===== config.mk =====
export PLATFORM = sky130hd
export DESIGN_NAME = cartridge_bank_mapper_scanline_irq_unit
export DESIGN_NICKNAME = d
export VERILOG_FILES = /design/src/sv/cbm_pkg.sv /design/src/sv/cbm_apb.sv /design/src/sv/cbm_core.sv /design/src/sv/cartridge_bank_mapper_scanline_irq_unit.sv
export SDC_FILE = /design/constraint.sdc
export NUM_CORES = 1
export LEC_CHECK = 0
export BUFFER_PORTS_ARGS = -buffer_cell sky130_fd_sc_hd__buf_2
export CAP_MARGIN = 15
export CORE_MARGIN = 1.5
export CORE_UTILIZATION = 53
export DETAILED_ROUTE_END_ITERATION = 8
export GPL_TIMING_DRIVEN = 0
export MAX_ROUTING_LAYER = met4
export PLACE_DENSITY = 0.86
export SLEW_MARGIN = 20
export SYNTH_ARGS = -nofsm -noshare
export SYNTH_HDL_FRONTEND = slang
export SYNTH_SLANG_ARGS = --single-unit

===== constraint.sdc =====
create_clock -name clk -period 2.85 [get_ports clk]
set_input_delay 0.1425 -clock clk [delete_from_list [all_inputs] [get_ports clk]]
set_output_delay 0.1425 -clock clk [all_outputs]
set_load 0.02 [all_outputs]

===== src/sv/cbm_pkg.sv =====
`timescale 1ns / 1ps
// cbm_pkg: types, decode constants and the pattern bank reset function
// shared by the bank mapper core, the config port and the top level.
package cbm_pkg;

  localparam logic       OP_WRITE = 1'b0;
  localparam logic       OP_TICK  = 1'b1;

  localparam logic [15:0] ADDR_MASK     = 16'hF800;
  localparam logic [15:0] ADDR_PATTERN0 = 16'h8800;
  localparam logic [15:0] ADDR_PATTERN1 = 16'h9800;
  localparam logic [15:0] ADDR_PATTERN2 = 16'hA800;
  localparam logic [15:0] ADDR_PATTERN3 = 16'hB800;
  localparam logic [15:0] ADDR_RELOAD   = 16'hC800;
  localparam logic [15:0] ADDR_IRQ_EN   = 16'hD800;
  localparam logic [15:0] ADDR_MIRROR   = 16'hE800;
  localparam logic [15:0] ADDR_PROGRAM  = 16'hF800;

  localparam int          IRQ_EN_BIT    = 4;
  localparam logic [7:0]  MIRROR_MASK   = 8'h03;
  localparam logic [7:0]  RELOAD_MATCH  = 8'hF6;
  localparam logic [8:0]  LAST_VISIBLE  = 9'd239;

  localparam logic [9:0]  CHR_COUNT_RESET = 10'd256;
  localparam logic        REG_CHR_COUNT   = 1'b0;

  typedef struct packed {
    logic       operation;
    logic [15:0] address;
    logic [7:0] write_data;
    logic [8:0] line_number;
    logic       rendering_on;
  } item_t;

  typedef struct packed {
    logic [3:0][7:0] pattern;
    logic [7:0]      prog;
    logic [1:0]      mirror;
    logic            irq;
  } result_t;

  typedef struct packed {
    logic       en;
    logic [9:0] count;
  } cfg_write_t;

  function automatic logic [3:0][7:0] pattern_default(input logic [9:0] count);
    logic [7:0]      half;
    logic [3:0][7:0] banks;
    half     = count[8:1];
    banks[0] = 8'd0;
    banks[1] = 8'd1;
    banks[2] = half - 8'd2;
    banks[3] = half - 8'd1;
    return banks;
  endfunction

endpackage


===== src/sv/cbm_apb.sv =====
`timescale 1ns / 1ps
// cbm_apb: APB-style config port holding the 1KB pattern bank count.
// Depends on cbm_pkg; emits a cfg_write_t toward the mapper core.
module cbm_apb import cbm_pkg::*; (
  input  logic        clk,
  input  logic        rst,
  input  logic        psel,
  input  logic        penable,
  input  logic        pwrite,
  input  logic [2:0]  paddr,
  input  logic [31:0] pwdata,
  output logic [31:0] prdata,
  output logic        pready,
  output cfg_write_t  cfg
);

  logic [9:0] chr_count;
  logic       wr_hit;

  assign pready = 1'b1;
  assign wr_hit = psel && penable && pwrite && (paddr[2] == REG_CHR_COUNT);

  always_ff @(posedge clk) begin
    if (rst) begin
      chr_count <= CHR_COUNT_RESET;
    end else if (wr_hit) begin
      chr_count <= pwdata[9:0];
    end
  end

  assign cfg.en    = wr_hit;
  assign cfg.count = pwdata[9:0];

  always_comb begin
    prdata = 32'd0;
    if (paddr[2] == REG_CHR_COUNT) begin
      prdata = {22'd0, chr_count};
    end
  end

endmodule


===== src/sv/cbm_core.sv =====
`timescale 1ns / 1ps
// cbm_core: mapper state (banks, mirroring, IRQ counter and latch) and the
// single-pass update for one bus write or scanline tick. Depends on cbm_pkg.
module cbm_core import cbm_pkg::*; (
  input  logic       clk,
  input  logic       rst,
  input  cfg_write_t cfg,
  input  logic       fire,
  input  item_t      item,
  output result_t    result_next
);

  logic [3:0][7:0] pattern, pattern_next;
  logic [7:0]      prog_bank, prog_bank_next;
  logic [1:0]      mirror, mirror_next;
  logic            irq_en, irq_en_next;
  logic [7:0]      counter, counter_next;
  logic [7:0]      latch, latch_next;
  logic [7:0]      counter_dec;
  logic            irq_next;

  assign counter_dec = counter - 8'd1;

  always_comb begin
    pattern_next   = pattern;
    prog_bank_next = prog_bank;
    mirror_next    = mirror;
    irq_en_next    = irq_en;
    counter_next   = counter;
    latch_next     = latch;
    irq_next       = 1'b0;
    if (item.operation == OP_WRITE) begin
      case (item.address & ADDR_MASK)
        ADDR_PATTERN0: pattern_next[0] = item.write_data;
        ADDR_PATTERN1: pattern_next[1] = item.write_data;
        ADDR_PATTERN2: pattern_next[2] = item.write_data;
        ADDR_PATTERN3: pattern_next[3] = item.write_data;
        ADDR_RELOAD: begin
          counter_next = latch;
          latch_next   = item.write_data;
        end
        ADDR_IRQ_EN:  irq_en_next    = item.write_data[IRQ_EN_BIT];
        ADDR_MIRROR:  mirror_next    = item.write_data[1:0] & MIRROR_MASK[1:0];
        ADDR_PROGRAM: prog_bank_next = item.write_data;
        default: ;
      endcase
    end else if (irq_en && (item.line_number <= LAST_VISIBLE) && item.rendering_on) begin
      if (counter_dec == RELOAD_MATCH) begin
        counter_next = latch;
        irq_next     = 1'b1;
      end else begin
        counter_next = counter_dec;
      end
    end
  end

  always_ff @(posedge clk) begin
    if (rst) begin
      pattern   <= pattern_default(CHR_COUNT_RESET);
      prog_bank <= 8'd0;
      mirror    <= 2'd0;
      irq_en    <= 1'b0;
      counter   <= 8'd0;
      latch     <= 8'd0;
    end else if (cfg.en) begin
      pattern <= pattern_default(cfg.count);
    end else if (fire) begin
      pattern   <= pattern_next;
      prog_bank <= prog_bank_next;
      mirror    <= mirror_next;
      irq_en    <= irq_en_next;
      counter   <= counter_next;
      latch     <= latch_next;
    end
  end

  assign result_next.pattern = pattern_next;
  assign result_next.prog    = prog_bank_next;
  assign result_next.mirror  = mirror_next;
  assign result_next.irq     = irq_next;

endmodule


===== src/sv/cartridge_bank_mapper_scanline_irq_unit.sv =====
`timescale 1ns / 1ps
// cartridge_bank_mapper_scanline_irq_unit: top level with input and result
// registers around cbm_core; config via cbm_apb. Depends on cbm_pkg.
//
// Usage:
//   Input channel (in_valid/in_stall) carries one CPU bus write
//   (operation 0) or one end-of-scanline tick (operation 1) per transfer.
//   Output channel (out_valid/out_stall) returns one result per item: the
//   four 2KB pattern banks, the program bank and mirroring after the item,
//   plus irq_pulse set when a tick reloaded the counter.
//   The item passes the input register, then the result register; out_valid
//   rises as the result register is loaded, and the result transfers while
//   out_stall is low. Throughput: one item per cycle while out_stall is low,
//   set by the single-pass update in the core between those two registers.
//   When out_stall is high with a result held, the input register holds its
//   item and in_stall rises; one more item is still taken into the empty
//   input register.
//   Reset (rst, synchronous) clears both valid flags and loads the state
//   defaults: banks 0, 1, count/2-2, count/2-1 with count 256.
//   Writing the bank count over APB (address 0) also reloads the four
//   pattern banks; do it only while the block is idle.
module cartridge_bank_mapper_scanline_irq_unit import cbm_pkg::*; (
  input  logic        clk,
  input  logic        rst,
  input  logic        in_valid,
  output logic        in_stall,
  input  logic        operation,
  input  logic [15:0] address,
  input  logic [7:0]  write_data,
  input  logic [8:0]  line_number,
  input  logic        rendering_on,
  output logic        out_valid,
  input  logic        out_stall,
  output logic [7:0]  pattern_bank_0,
  output logic [7:0]  pattern_bank_1,
  output logic [7:0]  pattern_bank_2,
  output logic [7:0]  pattern_bank_3,
  output logic [7:0]  program_bank,
  output logic [1:0]  mirror_mode,
  output logic        irq_pulse,
  input  logic        psel,
  input  logic        penable,
  input  logic        pwrite,
  input  logic [2:0]  paddr,
  input  logic [31:0] pwdata,
  output logic [31:0] prdata,
  output logic        pready
);

  cfg_write_t cfg;
  item_t      item;
  logic       item_valid;
  result_t    result, result_next;
  logic       out_open;
  logic       fire;
  logic       in_take;

  assign out_open = !out_valid || !out_stall;
  assign fire     = item_valid && out_open;
  assign in_stall = item_valid && !out_open;
  assign in_take  = in_valid && !in_stall;

  cbm_apb u_apb (
    .clk     (clk),
    .rst     (rst),
    .psel    (psel),
    .penable (penable),
    .pwrite  (pwrite),
    .paddr   (paddr),
    .pwdata  (pwdata),
    .prdata  (prdata),
    .pready  (pready),
    .cfg     (cfg)
  );

  cbm_core u_core (
    .clk         (clk),
    .rst         (rst),
    .cfg         (cfg),
    .fire        (fire),
    .item        (item),
    .result_next (result_next)
  );

  always_ff @(posedge clk) begin
    if (rst) begin
      item_valid <= 1'b0;
    end else if (in_take) begin
      item_valid <= 1'b1;
    end else if (fire) begin
      item_valid <= 1'b0;
    end
  end

  always_ff @(posedge clk) begin
    if (in_take) begin
      item.operation    <= operation;
      item.address      <= address;
      item.write_data   <= write_data;
      item.line_number  <= line_number;
      item.rendering_on <= rendering_on;
    end
  end

  always_ff @(posedge clk) begin
    if (rst) begin
      out_valid <= 1'b0;
    end else if (fire) begin
      out_valid <= 1'b1;
    end else if (!out_stall) begin
      out_valid <= 1'b0;
    end
  end

  always_ff @(posedge clk) begin
    if (fire) begin
      result <= result_next;
    end
  end

  assign pattern_bank_0 = result.pattern[0];
  assign pattern_bank_1 = result.pattern[1];
  assign pattern_bank_2 = result.pattern[2];
  assign pattern_bank_3 = result.pattern[3];
  assign program_bank   = result.prog;
  assign mirror_mode    = result.mirror;
  assign irq_pulse      = result.irq;

endmodule

==> flow_summary.ini <==
[worst_setup_path]
crit_slowest_cell = nor3b_2
end_kind = register
crit_type = register to register
cp_data_arrival_time_ns = 3.06
start_kind = register
critPathMaxFanout = 9
r2r-start = item[34]
cp-startpoint = item[34]
reg2reg_depth = 7
cpPeakStageDelay_ns = 0.72
crit_chain = nand4b_1 > nor3b_2 > and2_1 > buf_4 > mux2_2 > nor2_1 > o21ai_0
critPathRequiredTime_ns = 3.25

[timing]
max_freq_mhz = 376
skew_ns = 0.00712
relSlewSlack_pct = 48.1
hold_slack_ns = 0.228
finalSetupViolCount = 0
finalCriticalPeriod_ns = 2.66
setup_slack_ns = 0.191
hold_viol = 0
rsz0062_at_grt = no
post-route-period-util_pct = 93.3
finalMaxSlewViolations = 0
tightest_slew_ns = 0.775

[placed_design]
placed_cells = 793
place_ws_ns = 0.264
place.gp.congestion = 0.894
portBuffers = 91
dp_hpwl_mm = 9.32

[yosys]
seq_area_frac_synth_pct = 55.7
yosysWarningCount = 0
ys.flop_type = dfxtp_1
async_reset_ff_share_pct = 0
syn-cell-area_um2 = 5950
synth_edf_count = 63
synth_cell_types = 57
postSynthRegisterBits = 134
syn_avg_cell_area_um2 = 11.0
syn_inst = 540

[routing]
drtIter0Drc = 261
drc = 0
routed_via_density = 5.32
drt_pre_antenna_iters = 5
avgRoutedWirePerCell_um = 16.4
vias = 4567
ant_nets = 0
drt-total-wl_mm = 14.0

[hold_path]
hold_class = input pin to register
hold_start = pwrite
hold-path-cell-count = 4

[outcome]
status = completed

[grt]
grt_use_total_pct = 26.1
grt_pass1_vias = 4550
grt_pass1_wl_mm = 22.1
overflow = 0
antenna_found_initial = 0
grt_max_degree = 53

[clock_tree]
cts_tree = done
cts-root-buf = clkbuf_8
numCtsBuffers = 17
insertion_delay_ns = 0.53
cts.htree.levels = 4
clk_pin_slew_worst_paths_ns = 0.06
numClockSinks = 134
clock_path_buffers = 2

[floorplan]
die_w_um = 109
coreArea_um2 = 10900
fp-row-count = 38
initial_core_util_pct = 54.7
io_pins = 155
die_y_um = 109
die-area_um2 = 11900

[layout]
fin_cells = 858
multi_input_area_um2 = 2390
syn_to_final_growth_pct = 27.3
fin_util_pct = 69.6
n_antenna_cell = 0
seq_area_um2 = 3310
drive_gt1_share_pct = 28.7
layout_common_cells = buf_2, nor2_1, dfxtp_1
final_common_cell = buf_2
nNetsFinal = 787
fill_cells = 774

[power]
ir_drop_v = 0.000428
power_leakage_nw = 3.14
power.density_nw_per_um2 = 607
power_mw = 4.61

[job]
maxCapViolations = 0
[where the power goes]
group | switching (mW) | internal, mW
clock | 0.767 | 1.31
combinational | 0.229 | 0.166
sequential | 0.0463 | 2.09
[per-stage QoR]
step	instance area (um2)	setup TNS, ns
detailed placement	6680	0
global placement	6660	-7.24
global route	7580	0
finish	7580	0
floorplan	6030	0
CTS	7580	0
[worst max-delay path, delay by kind of cell (launching register included)]
kind / cells / cell delay (ns)
and+or+nand+nor: 4 / 1.43
AOI/OAI and AO/OA: 1 / 0.08
muxes: 1 / 0.35
DFF: 1 / 0.51
buffers and inverters: 1 / 0.17
[path summary, 6_finish.rpt]
kind                                           end  slack, ns
worst max-delay path            u_core.pattern[27]       0.19
worst max register to register  u_core.pattern[27]       0.19
worst min register to register  u_apb.chr_count[5]       0.46
worst min-delay path            u_core.pattern[16]       0.23
[state kept, by name, indices dropped and copies added, names as in the netlist]
register and cells:
pattern_bank_0 8, u_core.counter 8, pattern_bank_1 8, u_core.pattern 32
pattern_bank_3 8, item 20, u_core.irq_en 1, u_core.latch 8
program_bank 8, item_valid 1, out_valid 1, u_core.prog_bank 8
irq_pulse 1, pattern_bank_2 8, u_core.mirror 2, mirror_mode 2
u_apb.chr_count 10
[timing repair]
item	CTS	global route
endpoints found under the hold margin	36	0
gates resized for setup	0	0
buffers inserted	0	0
hold buffers	33	0
setup endpoints to repair	0	0
[per-layer routing]
layer | wire length [um] | GRT usage [%] | vias up | part of all wire [%]
met5 | 0 | - | - | 0
met4 | 366 | 12.8 | 0 | 2.6
met3 | 972 | 6.99 | 32 | 6.9
met2 | 6960 | 42.5 | 214 | 50
met1 | 5740 | 29.9 | 2134 | 41
li1 | - | - | 2187 | -
[Yosys cell counts, drive strengths merged (3+ instances only)]
master / count / area [um2]
nor3b: 4 / 35.0
and2: 3 / 18.8
o211ai: 9 / 67.6
nor3: 21 / 110
dfxtp: 71 / 1420
nor2b: 14 / 87.6
or2: 4 / 25.0
xor2: 6 / 52.6
o21ai: 11 / 55.1
mux2: 45 / 507
nand4b: 3 / 26.3
mux2i: 28 / 280
inv: 11 / 41.3
buf: 31 / 218
nor2: 72 / 270
edfxtp: 63 / 1890
a21oi: 20 / 111
ha: 5 / 62.6
clkbuf: 18 / 67.6
xnor2: 7 / 61.3
nand3: 7 / 35.0
nand2: 47 / 179
a211oi: 5 / 37.5
[kinds of logic after synthesis]
family,share of synthesized area (%)
flops,55.7
xor+xnor,1.91
simple gates,15.0
other cells,0.126
mux,13.2
buf+inv,5.49
fa+ha+maj,1.05
compound gates,7.52
[final cells by class]
cell class | instances | share of cell area (%)
repair buffers | 125 | 10.6
multi-input cells | 367 | 31.6
well taps | 140 | 2.31
plain buffers | 49 | 3.81
inverters | 11 | 0.545
clock buffers | 23 | 6.16
clock inverters | 9 | 1.32
flip-flops and latches | 134 | 43.7
(Power assumes the default switching activity.)
